--- src/rde_pkg.sv ---
// ----------------------------------------------------------------------------
// rde_pkg: shared definitions for the radix digit emitter
// Character codes, request codes, digit buffer sizes and controller states.
// ----------------------------------------------------------------------------
package rde_pkg;

  localparam logic [7:0] CH_PLUS  = 8'h2B;
  localparam logic [7:0] CH_MINUS = 8'h2D;

  localparam logic REQ_WRITE   = 1'b0;
  localparam logic REQ_CONVERT = 1'b1;

  localparam logic [6:0] DIGIT_COUNT_RESET = 7'd10;

  localparam int MAX_DIGITS  = 32;
  localparam int DIGIT_IDX_W = $clog2(MAX_DIGITS);
  localparam int DIGIT_CNT_W = $clog2(MAX_DIGITS + 1);

  typedef enum logic [3:0] {
    ST_IDLE,
    ST_CHK_A,
    ST_CHK_B,
    ST_DIV_GO,
    ST_DIV_WAIT,
    ST_SIGN,
    ST_POP,
    ST_LOOK,
    ST_EMIT
  } rde_state_t;

endpackage

--- src/rde_if.sv ---
// ----------------------------------------------------------------------------
// rde_if: request and response channels of the radix digit emitter
// Each channel moves one word per valid and ready handshake.
// ----------------------------------------------------------------------------
interface rde_in_if;
  logic               valid;
  logic               ready;
  logic               req_type;
  logic [5:0]         symbol_index;
  logic [7:0]         symbol_char;
  logic signed [31:0] number;

  modport source (output valid, req_type, symbol_index, symbol_char, number, input ready);
  modport sink   (input valid, req_type, symbol_index, symbol_char, number, output ready);
endinterface

interface rde_out_if;
  logic       valid;
  logic       ready;
  logic [7:0] out_char;
  logic       last;

  modport source (output valid, out_char, last, input ready);
  modport sink   (input valid, out_char, last, output ready);
endinterface

--- src/rde_alpha_store.sv ---
// ----------------------------------------------------------------------------
// rde_alpha_store: alphabet symbol memory
// One write port and one registered read port; entries never written read
// as zero through per-entry valid bits that reset clears.
// ----------------------------------------------------------------------------
module rde_alpha_store #(
  parameter int DEPTH = 64,
  parameter int AW    = 6
) (
  input  logic          clk,
  input  logic          rst,
  input  logic          we,
  input  logic [AW-1:0] waddr,
  input  logic [7:0]    wdata,
  input  logic          rd_en,
  input  logic [AW-1:0] raddr,
  output logic [7:0]    rdata
);

  logic [7:0]       mem [DEPTH];
  logic [DEPTH-1:0] valid;
  logic [7:0]       mem_q;
  logic             vld_q;

  always_ff @(posedge clk) begin
    if (we) begin
      mem[waddr] <= wdata;
    end
    if (rd_en) begin
      mem_q <= mem[raddr];
    end
  end

  always_ff @(posedge clk) begin
    if (rst) begin
      valid <= '0;
      vld_q <= 1'b0;
    end else begin
      if (we) begin
        valid[waddr] <= 1'b1;
      end
      if (rd_en) begin
        vld_q <= valid[raddr];
      end
    end
  end

  assign rdata = vld_q ? mem_q : 8'd0;

endmodule

--- src/rde_divider.sv ---
// ----------------------------------------------------------------------------
// rde_divider: restoring divider, one quotient bit per cycle
// Divides a 32-bit unsigned value by a narrow divisor in 32 steps and pulses
// done when quotient and remainder are ready.
// ----------------------------------------------------------------------------
module rde_divider #(
  parameter int DW = 7
) (
  input  logic          clk,
  input  logic          rst,
  input  logic          start,
  input  logic [31:0]   dividend,
  input  logic [DW-1:0] divisor,
  output logic          done,
  output logic [31:0]   quotient,
  output logic [DW-1:0] remainder
);

  logic          busy;
  logic [4:0]    cnt;
  logic [31:0]   quo;
  logic [DW-1:0] rem;
  logic [DW:0]   trial;
  logic          fits;

  assign trial = {rem, quo[31]};
  assign fits  = (trial >= {1'b0, divisor});

  always_ff @(posedge clk) begin
    if (start) begin
      quo <= dividend;
      rem <= '0;
    end else if (busy) begin
      quo <= {quo[30:0], fits};
      rem <= fits ? DW'(trial - {1'b0, divisor}) : trial[DW-1:0];
    end
  end

  always_ff @(posedge clk) begin
    if (rst) begin
      busy <= 1'b0;
      cnt  <= '0;
      done <= 1'b0;
    end else begin
      done <= 1'b0;
      if (start) begin
        busy <= 1'b1;
        cnt  <= '0;
      end else if (busy) begin
        cnt <= cnt + 5'd1;
        if (cnt == 5'd31) begin
          busy <= 1'b0;
          done <= 1'b1;
        end
      end
    end
  end

  assign quotient  = quo;
  assign remainder = rem;

endmodule

--- src/radix_digit_emitter_unit.sv ---
// ----------------------------------------------------------------------------
// radix_digit_emitter_unit: signed integer to text in a programmable radix
// Writes alphabet symbols and converts 32-bit numbers into character words.
// ----------------------------------------------------------------------------
// A convert first checks the alphabet through the single read port of the
// symbol memory; each digit then comes from the one-bit-per-cycle divider,
// and each character leaves through the digit buffer and symbol memory. New
// requests are taken only in the idle state, which a convert reaches again
// once its final character is in the output register or its alphabet check
// has failed. The symbol memory needs no clearing pass after reset.
module radix_digit_emitter_unit #(
  parameter int MAX_BASE = 64
) (
  input  logic       clk,
  input  logic       rst,
  input  logic       digit_count_we,
  input  logic [6:0] digit_count_wdata,
  rde_in_if.sink     req,
  rde_out_if.source  rsp
);

  localparam int AW = (MAX_BASE > 1) ? $clog2(MAX_BASE) : 1;
  localparam int CW = $clog2(MAX_BASE + 1);
  localparam int IW = rde_pkg::DIGIT_IDX_W;
  localparam int NW = rde_pkg::DIGIT_CNT_W;

  rde_pkg::rde_state_t state, state_next;

  logic [6:0]    digit_count;
  logic [CW-1:0] radix;
  logic [CW-1:0] a_idx;
  logic [CW-1:0] b_idx;
  logic [CW-1:0] a_inc;
  logic [CW-1:0] b_inc;
  logic [7:0]    sym_a;
  logic          neg;
  logic [31:0]   mag;
  logic [31:0]   raw;
  logic [NW-1:0] nd;
  logic [NW-1:0] nd_inc;
  logic [IW-1:0] k_idx;
  logic [AW-1:0] stack [rde_pkg::MAX_DIGITS];
  logic [AW-1:0] stack_q;

  logic          out_valid;
  logic [7:0]    out_char;
  logic          out_last;
  logic          out_free;

  logic          accept;
  logic          range_ok;
  logic          alpha_we;
  logic          alpha_rd_en;
  logic [AW-1:0] alpha_raddr;
  logic [7:0]    alpha_rdata;
  logic          sym_bad;
  logic          sym_dup;
  logic          last_a;
  logic          last_b;

  logic          div_start;
  logic          div_done;
  logic [31:0]   div_quo;
  logic [CW-1:0] div_rem;
  logic          digits_done;

  logic          stack_we;
  logic          stack_rd;
  logic          out_load;
  logic [7:0]    out_load_char;
  logic          out_load_last;

  assign raw      = req.number;
  assign accept   = req.valid && req.ready;
  assign range_ok = (digit_count >= 7'd2) && (int'(digit_count) <= MAX_BASE);
  assign alpha_we = accept && (req.req_type == rde_pkg::REQ_WRITE)
                    && (int'(req.symbol_index) < MAX_BASE);

  assign a_inc   = CW'(a_idx + CW'(1));
  assign b_inc   = CW'(b_idx + CW'(1));
  assign last_a  = (a_inc == radix);
  assign last_b  = (b_inc == radix);
  assign sym_bad = (alpha_rdata == rde_pkg::CH_PLUS) || (alpha_rdata == rde_pkg::CH_MINUS);
  assign sym_dup = (alpha_rdata == sym_a);
  assign nd_inc  = NW'(nd + NW'(1));
  assign digits_done = (div_quo == 32'd0) || (int'(nd_inc) == rde_pkg::MAX_DIGITS);
  assign out_free    = !out_valid || rsp.ready;

  rde_alpha_store #(
    .DEPTH (MAX_BASE),
    .AW    (AW)
  ) u_alpha (
    .clk   (clk),
    .rst   (rst),
    .we    (alpha_we),
    .waddr (AW'(req.symbol_index)),
    .wdata (req.symbol_char),
    .rd_en (alpha_rd_en),
    .raddr (alpha_raddr),
    .rdata (alpha_rdata)
  );

  rde_divider #(
    .DW (CW)
  ) u_div (
    .clk       (clk),
    .rst       (rst),
    .start     (div_start),
    .dividend  (mag),
    .divisor   (radix),
    .done      (div_done),
    .quotient  (div_quo),
    .remainder (div_rem)
  );

  always_comb begin
    state_next = state;
    case (state)
      rde_pkg::ST_IDLE: begin
        if (accept && (req.req_type == rde_pkg::REQ_CONVERT) && range_ok) begin
          state_next = rde_pkg::ST_CHK_A;
        end
      end
      rde_pkg::ST_CHK_A: begin
        if (sym_bad) begin
          state_next = rde_pkg::ST_IDLE;
        end else if (last_a) begin
          state_next = rde_pkg::ST_DIV_GO;
        end else begin
          state_next = rde_pkg::ST_CHK_B;
        end
      end
      rde_pkg::ST_CHK_B: begin
        if (sym_dup) begin
          state_next = rde_pkg::ST_IDLE;
        end else if (last_b) begin
          state_next = rde_pkg::ST_CHK_A;
        end
      end
      rde_pkg::ST_DIV_GO: begin
        state_next = rde_pkg::ST_DIV_WAIT;
      end
      rde_pkg::ST_DIV_WAIT: begin
        if (div_done) begin
          if (!digits_done) begin
            state_next = rde_pkg::ST_DIV_GO;
          end else if (neg) begin
            state_next = rde_pkg::ST_SIGN;
          end else begin
            state_next = rde_pkg::ST_POP;
          end
        end
      end
      rde_pkg::ST_SIGN: begin
        if (out_free) begin
          state_next = rde_pkg::ST_POP;
        end
      end
      rde_pkg::ST_POP: begin
        state_next = rde_pkg::ST_LOOK;
      end
      rde_pkg::ST_LOOK: begin
        state_next = rde_pkg::ST_EMIT;
      end
      rde_pkg::ST_EMIT: begin
        if (out_free) begin
          state_next = (k_idx == '0) ? rde_pkg::ST_IDLE : rde_pkg::ST_POP;
        end
      end
      default: begin
        state_next = rde_pkg::ST_IDLE;
      end
    endcase
  end

  always_comb begin
    alpha_rd_en   = 1'b0;
    alpha_raddr   = '0;
    div_start     = 1'b0;
    stack_we      = 1'b0;
    stack_rd      = 1'b0;
    out_load      = 1'b0;
    out_load_char = alpha_rdata;
    out_load_last = 1'b0;
    req.ready     = 1'b0;
    case (state)
      rde_pkg::ST_IDLE: begin
        req.ready   = 1'b1;
        alpha_rd_en = 1'b1;
      end
      rde_pkg::ST_CHK_A: begin
        alpha_rd_en = 1'b1;
        alpha_raddr = AW'(a_inc);
      end
      rde_pkg::ST_CHK_B: begin
        alpha_rd_en = 1'b1;
        alpha_raddr = last_b ? AW'(a_inc) : AW'(b_inc);
      end
      rde_pkg::ST_DIV_GO: begin
        div_start = 1'b1;
      end
      rde_pkg::ST_DIV_WAIT: begin
        stack_we = div_done;
      end
      rde_pkg::ST_SIGN: begin
        out_load      = out_free;
        out_load_char = rde_pkg::CH_MINUS;
      end
      rde_pkg::ST_POP: begin
        stack_rd = 1'b1;
      end
      rde_pkg::ST_LOOK: begin
        alpha_rd_en = 1'b1;
        alpha_raddr = stack_q;
      end
      rde_pkg::ST_EMIT: begin
        out_load      = out_free;
        out_load_last = (k_idx == '0);
      end
      default: begin
        alpha_rd_en = 1'b0;
      end
    endcase
  end

  always_ff @(posedge clk) begin
    if (rst) begin
      state       <= rde_pkg::ST_IDLE;
      digit_count <= rde_pkg::DIGIT_COUNT_RESET;
      out_valid   <= 1'b0;
    end else begin
      state <= state_next;
      if (digit_count_we) begin
        digit_count <= digit_count_wdata;
      end
      if (out_load) begin
        out_valid <= 1'b1;
      end else if (rsp.ready) begin
        out_valid <= 1'b0;
      end
    end
  end

  always_ff @(posedge clk) begin
    if (out_load) begin
      out_char <= out_load_char;
      out_last <= out_load_last;
    end
    if (stack_we) begin
      stack[nd[IW-1:0]] <= div_rem[AW-1:0];
    end
    if (stack_rd) begin
      stack_q <= stack[k_idx];
    end
    case (state)
      rde_pkg::ST_IDLE: begin
        neg   <= raw[31];
        mag   <= raw[31] ? (32'd0 - raw) : raw;
        radix <= CW'(digit_count);
        a_idx <= '0;
        nd    <= '0;
      end
      rde_pkg::ST_CHK_A: begin
        sym_a <= alpha_rdata;
        b_idx <= a_inc;
      end
      rde_pkg::ST_CHK_B: begin
        if (last_b) begin
          a_idx <= a_inc;
        end else begin
          b_idx <= b_inc;
        end
      end
      rde_pkg::ST_DIV_WAIT: begin
        if (div_done) begin
          mag   <= div_quo;
          nd    <= nd_inc;
          k_idx <= nd[IW-1:0];
        end
      end
      rde_pkg::ST_EMIT: begin
        if (out_free) begin
          k_idx <= IW'(k_idx - IW'(1));
        end
      end
      default: begin
        sym_a <= sym_a;
      end
    endcase
  end

  assign rsp.valid    = out_valid;
  assign rsp.out_char = out_char;
  assign rsp.last     = out_last;

endmodule

--- src/flat_wrapper.sv ---
// flat-port wrapper written by rule: the top's interface ports become plain ports
module radix_digit_emitter_unit_flat 
#(
  parameter int MAX_BASE = 64
)
  (clk, rst, digit_count_we, digit_count_wdata, req_valid, req_req_type, req_symbol_index, req_symbol_char, req_number, req_ready, rsp_valid, rsp_out_char, rsp_last, rsp_ready);
  rde_in_if req_i ();
  rde_out_if rsp_i ();
  input  logic clk;
  input  logic rst;
  input  logic digit_count_we;
  input  logic [6:0] digit_count_wdata;
  input wire logic [$bits(req_i.valid)-1:0] req_valid;
  input wire logic [$bits(req_i.req_type)-1:0] req_req_type;
  input wire logic [$bits(req_i.symbol_index)-1:0] req_symbol_index;
  input wire logic [$bits(req_i.symbol_char)-1:0] req_symbol_char;
  input wire logic [$bits(req_i.number)-1:0] req_number;
  output wire logic [$bits(req_i.ready)-1:0] req_ready;
  output wire logic [$bits(rsp_i.valid)-1:0] rsp_valid;
  output wire logic [$bits(rsp_i.out_char)-1:0] rsp_out_char;
  output wire logic [$bits(rsp_i.last)-1:0] rsp_last;
  input wire logic [$bits(rsp_i.ready)-1:0] rsp_ready;
  assign req_i.valid = req_valid;
  assign req_i.req_type = req_req_type;
  assign req_i.symbol_index = req_symbol_index;
  assign req_i.symbol_char = req_symbol_char;
  assign req_i.number = req_number;
  assign req_ready = req_i.ready;
  assign rsp_valid = rsp_i.valid;
  assign rsp_out_char = rsp_i.out_char;
  assign rsp_last = rsp_i.last;
  assign rsp_i.ready = rsp_ready;
  radix_digit_emitter_unit #(.MAX_BASE(MAX_BASE)) u_core (.clk(clk), .rst(rst), .digit_count_we(digit_count_we), .digit_count_wdata(digit_count_wdata), .req(req_i), .rsp(rsp_i));
endmodule
--- config.mk ---
export PLATFORM = sky130hd
export DESIGN_NAME = radix_digit_emitter_unit_flat
export DESIGN_NICKNAME = d
export VERILOG_FILES = /design/src/rde_pkg.sv /design/src/rde_if.sv /design/src/rde_alpha_store.sv /design/src/rde_divider.sv /design/src/radix_digit_emitter_unit.sv /design/src/flat_wrapper.sv
export SDC_FILE = /design/constraint.sdc
export NUM_CORES = 1
export LEC_CHECK = 0
export BUFFER_PORTS_ARGS = -buffer_cell sky130_fd_sc_hd__buf_2
export CAP_MARGIN = 20
export CORE_MARGIN = 2
export CORE_UTILIZATION = 35
export DETAILED_ROUTE_END_ITERATION = 12
export GPL_ROUTABILITY_DRIVEN = 0
export SETUP_SLACK_MARGIN = 0.15
export SLEW_MARGIN = 25
export SYNTH_ARGS = -nofsm -noshare
export SYNTH_HDL_FRONTEND = slang
export SYNTH_SLANG_ARGS = --single-unit
--- constraint.sdc ---
create_clock -name clk -period 10.9 [get_ports clk]
set_clock_uncertainty 0.15 [all_clocks]
set_input_delay 0.545 -clock clk [delete_from_list [all_inputs] [get_ports clk]]
set_output_delay 0.545 -clock clk [all_outputs]
set_load 0.02 [all_outputs]
Word-level counts from Yosys, hierarchy flattened
Memory sizes are Yosys's and may differ from the RTL's. A register that Yosys moved wholly into a read port is not among the register bits.
Index checks and enable logic that the tools add are counted.
{ "op_classes": {"eq_ne": 22, "magnitude_cmp": 6, "n_bitwise": 3, "muxes": 50, "n_reduce_logical": 28, "n_addsub": 7} }
{ "ops": {"columns": ["operator", "count"], "rows": [
  ["32-bit 2-to-1 mux", 4],
  ["64-bit bitwise OR", 1],
  ["32-bit case mux with 2 select lines", 1],
  ["4-bit case mux with 9 select lines", 1],
  ["32-bit logical NOT", 1],
  ["4-bit 2-to-1 mux", 8],
  ["1-bit by 32-bit subtractor with 32-bit output, first input constant", 1],
  ["7-bit case mux with 2 select lines", 2],
  ["7-bit 2-to-1 mux", 3],
  ["1-bit 2-to-1 mux", 19],
  ["6-bit case mux with 3 select lines", 1],
  ["4-bit by 3-bit equality test with 1-bit output, second input constant", 4],
  ["8-bit by 6-bit equality test with 1-bit output, second input constant", 2],
  ["7-bit by 1-bit adder with 7-bit output, second input constant", 2],
  ["7-bit equality test", 2],
  ["6-bit by 7-bit less-than comparator with 1-bit output, second input constant", 2],
  ["6-bit 2-to-1 mux", 2],
  ["6-bit case mux with 2 select lines", 1],
  ["2-bit nonzero test", 6],
  ["5-bit 2-to-1 mux", 2],
  ["5-bit case mux with 2 select lines", 1],
  ["4-bit by 2-bit equality test with 1-bit output, second input constant", 2],
  ["8-bit equality test", 1],
  ["8-bit by 7-bit greater-or-equal comparator with 1-bit output", 1],
  ["31 further kinds", 46]
]} }
{ "word_totals": {"wordCells": 138, "ramBits": 704, "regBits": 205, "out_inout_bits": 11, "input_bits": 59, "mem_count": 2} }
{ "memory_table": {"columns": ["name", "depth", "width", "rd", "rd_ports_with_merged_regs", "wr", "line_no", "source"], "rows": [
  ["u_core.u_alpha.mem", 64, 8, 1, 1, 1, "rde_alpha_store.sv:20", "logic [7:0] mem [DEPTH];"],
  ["u_core.stack", 32, 6, 1, 1, 1, "radix_digit_emitter_unit.sv:42", "logic [AW-1:0] stack [rde_pkg::MAX_DIGITS];"]
]} }

Longest topological paths before layout
{ "depth": {"depth_word": 7, "mapped_depth": 14, "depth_no_buf": 13} }

Modules after synthesis
From an unflattened synthesis, not the netlist that was laid out.
{ "unflattened": {"cells_unflattened": 2163, "hier_area_um2": 37968.9} }
{ "modules_own_cells": {"columns": ["mod", "seq_area_each_um2", "cells_each", "n_inst", "area_per_inst_um2"], "rows": [
  ["rde_alpha_store", 16916.2, 1100, 1, 22487.8],
  ["radix_digit_emitter_unit", 8648.3, 860, 1, 13026.2],
  ["rde_divider", 1241.2, 203, 1, 2454.9]
]} }

Worst setup path after synthesis
OpenSTA, ideal clock, no wires.
{ "synth_timing": {"kind": "flip-flop to flip-flop", "from": "register u_core.b_idx[0]", "to": "register u_core.u_alpha.mem_q[3], read port of u_core.u_alpha.mem, data pin", "synth_period_minus_slack_ps": 3687, "n_path_buf": 2, "t_required_ps": 10475, "setup_time_ps": 275, "arrival_time_ps": 3262, "setup_slack_ps": 7213, "stages_incl_launch_ff": 12, "cell_sequence": "edfxtp_1 -> ha_1 -> xnor3_1 -> nand3_1 -> nor3_1 -> a21boi_1 -> o31ai_2 -> buf_4 -> buf_4 -> mux4_2 -> a221oi_1 -> o221ai_1"} }
{ "synth_via": {"elab_chain_len": 4} }
{ "synth_rtl": {"columns": ["item", "line_no", "source"], "rows": [
  ["start: declaration", "radix_digit_emitter_unit.sv:32", "logic [CW-1:0] b_idx;"],
  ["start signal: assignment", "radix_digit_emitter_unit.sv:265", "b_idx <= a_inc;"],
  ["start signal: assignment", "radix_digit_emitter_unit.sv:271", "b_idx <= b_inc;"],
  ["7-bit by 1-bit adder with 7-bit output *", "radix_digit_emitter_unit.sv:80", "assign b_inc = CW'(b_idx + CW'(1));"],
  ["7-bit equality test", "radix_digit_emitter_unit.sv:82", "assign last_b = (b_inc == radix);"],
  ["6-bit 2-to-1 mux *", "radix_digit_emitter_unit.sv:197", "alpha_raddr = last_b ? AW'(a_inc) : AW'(b_inc);"],
  ["6-bit case mux with 3 select lines *", "radix_digit_emitter_unit.sv:186", "case (state)"],
  ["end: declaration", "rde_alpha_store.sv:22", "logic [7:0] mem_q;"]
]} }
Mark *: on every way between the ends. The rest lies on a longest branch, timed or not.
A chain may end at the register's enable or synchronous reset.

Worst setup path in the final report
{ "layout_timing": {"from": "register u_core.b_idx[0]", "to": "register u_core.u_alpha.mem_q[7], read port of u_core.u_alpha.mem, data pin"} }
Same word-level chain as after synthesis.

==> Implementation_results.wiki <==
{| class="wikitable"
! Metric !! Value
|-
| Outcome || finished, final reports clean
|-
| Total number of vias || 20500
|-
| Post-cts repair resize count || 0
|-
| Critical Path Source Type || flip-flop
|-
| Die Wd || 331.9 um
|-
| Worst vdd rail ir drop || 0.3071 mV
|-
| Number of distinct library cell variants in the gate-level netlist after synthesis || 75
|-
| Post-synthesis sequential element count || 923
|-
| Area growth from synthesis to final layout || 14.07%
|-
| Post-synthesis sequential area ratio || 0.7124
|-
| Hold depth || 3
|-
| Most Crowded Layer GR || met2
|-
| Total setup buffers inserted after CTS || 0
|-
| Antenna Violating Nets Remaining || 0
|-
| Wire length of the first global-routing pass || between 100000 and 150000 um
|-
| Total wirelength of the detailed-routed design || just under 90000 um
|-
| Fraction of post-synthesis cell area in the top cell type by area || 0.6640
|-
| Most common library cell in the layout ignoring fill and taps || sky130_fd_sc_hd__edfxtp_1
|-
| Area enclosed by the die boundary || ~0.11 sq mm
|-
| Mapped Cells || between 2000 and 2500
|-
| Number of enable-type register cells in the synthesized netlist || 832
|-
| Relative contribution of combinational cells to total power || 0.236
|-
| Overall power || 10.17 mW
|-
| Post-Synthesis Net Count || 2353
|-
| Proportion of layout cells with a drive suffix above 1 || 0.1989
|-
| Slowest cell on the critical path || sky130_fd_sc_hd__buf_4
|-
| DP Cell Count || 3671
|-
| Sw power || 3.010 mW
|-
| Critical Path Most Common Cell || sky130_fd_sc_hd__a22oi_1
|-
| Number of antenna violations at the first check in global routing || 8
|-
| Clock group share of total power || 0.326
|-
| M3 GR Usage || 0.03013
|-
| Switching Share || 0.2961
|-
| Number of CTS-inserted buffers || 95
|-
| Fraction of the cycle the final worst path needs || 0.5030
|-
| Die extent in y || 331.9 um
|-
| Time the worst path needs with I/O delays and setup || 5.483 ns
|-
| Pin count of the biggest net entering global routing || ~150
|-
| Synth warn || 0
|-
| First drt pass iteration count || 6
|-
| Final Max Tran Viols || 0
|-
| Latest clock arrival within the worst-skew pair || approximately 0.68 ns
|-
| Actual transition at the worst max-transition pin || 1.071 ns
|-
| Cell accounting for the most synthesized area || sky130_fd_sc_hd__edfxtp_1
|-
| Initial core utilization || 0.3520
|-
| CP Cell Sequence || ha_1, xnor2_1, nand3_1, nor3_1, a21boi_1, o31ai_4, buf_12, buf_4, mux4_2, a22oi_1, nand2_1, a22oi_1, o221ai_1
|-
| Dominant register cell in the synthesized netlist || sky130_fd_sc_hd__edfxtp_1
|-
| Power per unit of standard cell area || around 240 mW/mm^2
|-
| Bufs on Longest Clock Path || 3
|-
| Remaining Overflow, GRT || 0
|-
| Standby leakage power || 13.75 nW
|-
| Peak fanout along the critical path || slightly above 90
|-
| Footprint of the multi-input gates || 0.01029 sq mm
|-
| Half-perimeter wire length after detailed placement || roughly 56000 um
|-
| TritonCTS clock tree || yes
|-
| Leading post-synthesis cells by cell area || sky130_fd_sc_hd__edfxtp_1 (66%), sky130_fd_sc_hd__mux4_2 (11%), sky130_fd_sc_hd__dfxtp_1 (4.8%)
|-
| Internal cell power || 7.156 mW
|-
| Number of design-rule violations left by the first detailed-router iteration || 2069
|-
| Max cap viols || 0
|-
| Finished Layout Cells || 3854
|-
| Sequential Power Share || 0.438
|-
| Count of standard-cell rows || 120
|-
| Number of top-level pins || 70
|-
| Worst rel slew slack || 0.2833
|-
| Maximum cell stage delay along the critical path || 0.85 ns
|-
| TNS Setup || 0 ns
|-
| Final setup vio count || 0
|-
| Number of global-route vias before repair || 20820
|-
| Endpoint type of the worst setup path || flip-flop
|-
| FF/Latch Area || ~0.027 sq mm
|-
| Hold Fails Final Rpt || 0
|-
| CP Class || flip-flop to flip-flop
|-
| Unrepaired setup endpoints after global routing || false
|-
| H-tree lvl count || 3
|-
| Worst R2R Path Depth || 13
|-
| Overall routing resource usage || 0.1592
|-
| Share of flip-flops with an asynchronous set or reset after synthesis || 0
|-
| Clock-pin slew on the worst setup and hold paths || around 0.06 ns
|-
| CTS root buf || sky130_fd_sc_hd__clkbuf_16
|-
| Remaining design rule violation count || 0
|-
| Tightest Hold Check Type || input port to flip-flop
|-
| Buffers added on ports || ~70
|-
| Total number of nets in the final design || approximately 2400
|-
| Required time reported for the critical path endpoint || about 11 ns
|-
| Register-to-Register Setup Slack || 5.42 ns
|-
| Met2 Resource Use GR || 0.2706
|-
| Arrival time at the worst endpoint || about 5.7 ns
|-
| Number of fillers in the final layout || 9655
|-
| Peak clock frequency supported by timing || 182.4 MHz
|-
| Avg WL per Cell || 23.00 um
|-
| Core region area || 0.1069 sq mm
|-
| Highest-count cells in the layout ignoring fill and taps || sky130_fd_sc_hd__edfxtp_1 (832), sky130_fd_sc_hd__nor2_1 (282), sky130_fd_sc_hd__nand2_1 (217)
|-
| Mean instance size in the synthesized netlist || 16.54 sq um
|-
| Num Clock Sinks || ~920
|-
| Met1 Usage GRT || 0.2052
|-
| Mapped cell area || 0.03763 sq mm
|-
| Vias per std cell || 5.318
|}
synth_stat cells, types with 9 or more instances:
library cell	instances
sky130_fd_sc_hd__xor2_1	53
sky130_fd_sc_hd__nor3_1	13
sky130_fd_sc_hd__xnor2_1	22
sky130_fd_sc_hd__nand2b_1	11
sky130_fd_sc_hd__nor2b_1	12
sky130_fd_sc_hd__edfxtp_1	832
sky130_fd_sc_hd__o221ai_1	9
sky130_fd_sc_hd__nand3_1	26
sky130_fd_sc_hd__buf_4	13
sky130_fd_sc_hd__mux4_2	191
sky130_fd_sc_hd__nor2_1	295
sky130_fd_sc_hd__a221oi_1	18
sky130_fd_sc_hd__or3_1	9
sky130_fd_sc_hd__o21ai_0	53
sky130_fd_sc_hd__nand4_1	11
sky130_fd_sc_hd__inv_1	29
sky130_fd_sc_hd__nor4_1	9
sky130_fd_sc_hd__nand2_1	217
sky130_fd_sc_hd__ha_1	18
sky130_fd_sc_hd__a22oi_1	42
sky130_fd_sc_hd__buf_1	12
sky130_fd_sc_hd__buf_2	19
sky130_fd_sc_hd__dfxtp_1	91
sky130_fd_sc_hd__a21oi_1	29
sky130_fd_sc_hd__clkbuf_1	62
sky130_fd_sc_hd__mux2_2	10
sky130_fd_sc_hd__mux2i_1	44
sky130_fd_sc_hd__a22o_1	16
metrics by stage:
step | area [sq um] | hold WS [ns] | util | setup slack [ns]
floorplan | 37630 | 0.2672 | - | 7.213
global placement | 39540 | 0.2936 | 0.3699 | 5.435
detailed placement | 39620 | 0.2961 | 0.3707 | 5.329
CTS | 42870 | 0.02724 | 0.4011 | 5.342
global route | 42920 | 0.04938 | 0.4015 | 4.864
finish | 42920 | 0.08073 | 0.4015 | 5.417
logic make-up (layout without fill, tap and decap cells):
family,Yosys count,count (layout),synth area share
AOI/OAI and AO/OA,221,221,0.04167
xor gates and xnor gates,76,76,0.01806
adders and majority gates,19,19,0.006518
buffers and inverters,140,313,0.01689
DFF,923,923,0.7124
muxes,245,245,0.1290
other,0,3,0
and+or+nand+nor,651,651,0.07542
state kept, by name (all words and copies together), names as in the netlist, 8 cells and up:
name and flops:
u_core.sym_a 8, u_core.u_alpha.mem_q 8, u_core.u_alpha.valid 64, u_core.rsp.out_char 8
u_core.mag 32, u_core.u_alpha.mem 512, u_core.stack 192, u_core.u_div.quotient 32
path summary, 6_finish.rpt:
kind / end / startpoint
setup / recovery: u_core.u_alpha.mem_q[7]$_DFFE_PP_ / u_core.b_idx[0]$_DFFE_PP_
setup reg to reg: u_core.u_alpha.mem_q[7]$_DFFE_PP_ / u_core.b_idx[0]$_DFFE_PP_
hold reg to reg: u_core.radix[3]$_DFFE_PP_ / u_core.digit_count[3]$_SDFFE_PP1P_
hold / removal: u_core.digit_count[4]$_SDFFE_PP0P_ / digit_count_wdata[4]
critical path: cells and delay by family, from the launching register on:
family | cells | cell delay, ns
fa+ha+maj | 1 | 0.41
mux | 1 | 0.61
xor+xnor | 1 | 0.18
compound gates | 5 | 1.11
flops | 1 | 0.46
simple gates | 3 | 0.71
buf+inv | 2 | 1.44
metal layers:
layer  routed length [um]  vias to the layer above
met5                   47                        -
met4                 2595                        8
met3                 5710                      174
met2                44250                      710
met1                36060                    10560
li1                     -                     9048
timing repair:
action / CTS / global route
endpoints found under the setup margin: 0 / 0
endpoints found under the hold margin: 3 / 0
hold buffers: 3 / 0
power by group through the flow:
| stage | Clock (mW) | Sequential, mW | Combinational [mW] |
|---|---|---|---|
| global placement | 0 | 4.51 | 2.33 |
| floorplan | 0 | 4.45 | 1.67 |
| global route | 3.52 | 4.48 | 2.59 |
| detailed placement | 0 | 4.53 | 2.40 |
| CTS | 3.38 | 4.45 | 2.42 |
| finish | 3.32 | 4.45 | 2.40 |
cell type report:
type,instances,share of cell area
antenna,3,0.0001749
clock buffer,118,0.05909
clock inverter,59,0.01595
inverter,29,0.002536
multi-input combinational,1212,0.2398
sequential,923,0.6246
tap,1403,0.04090
timing repair buffer,107,0.01691
Power figures use the tool's default switching activity.
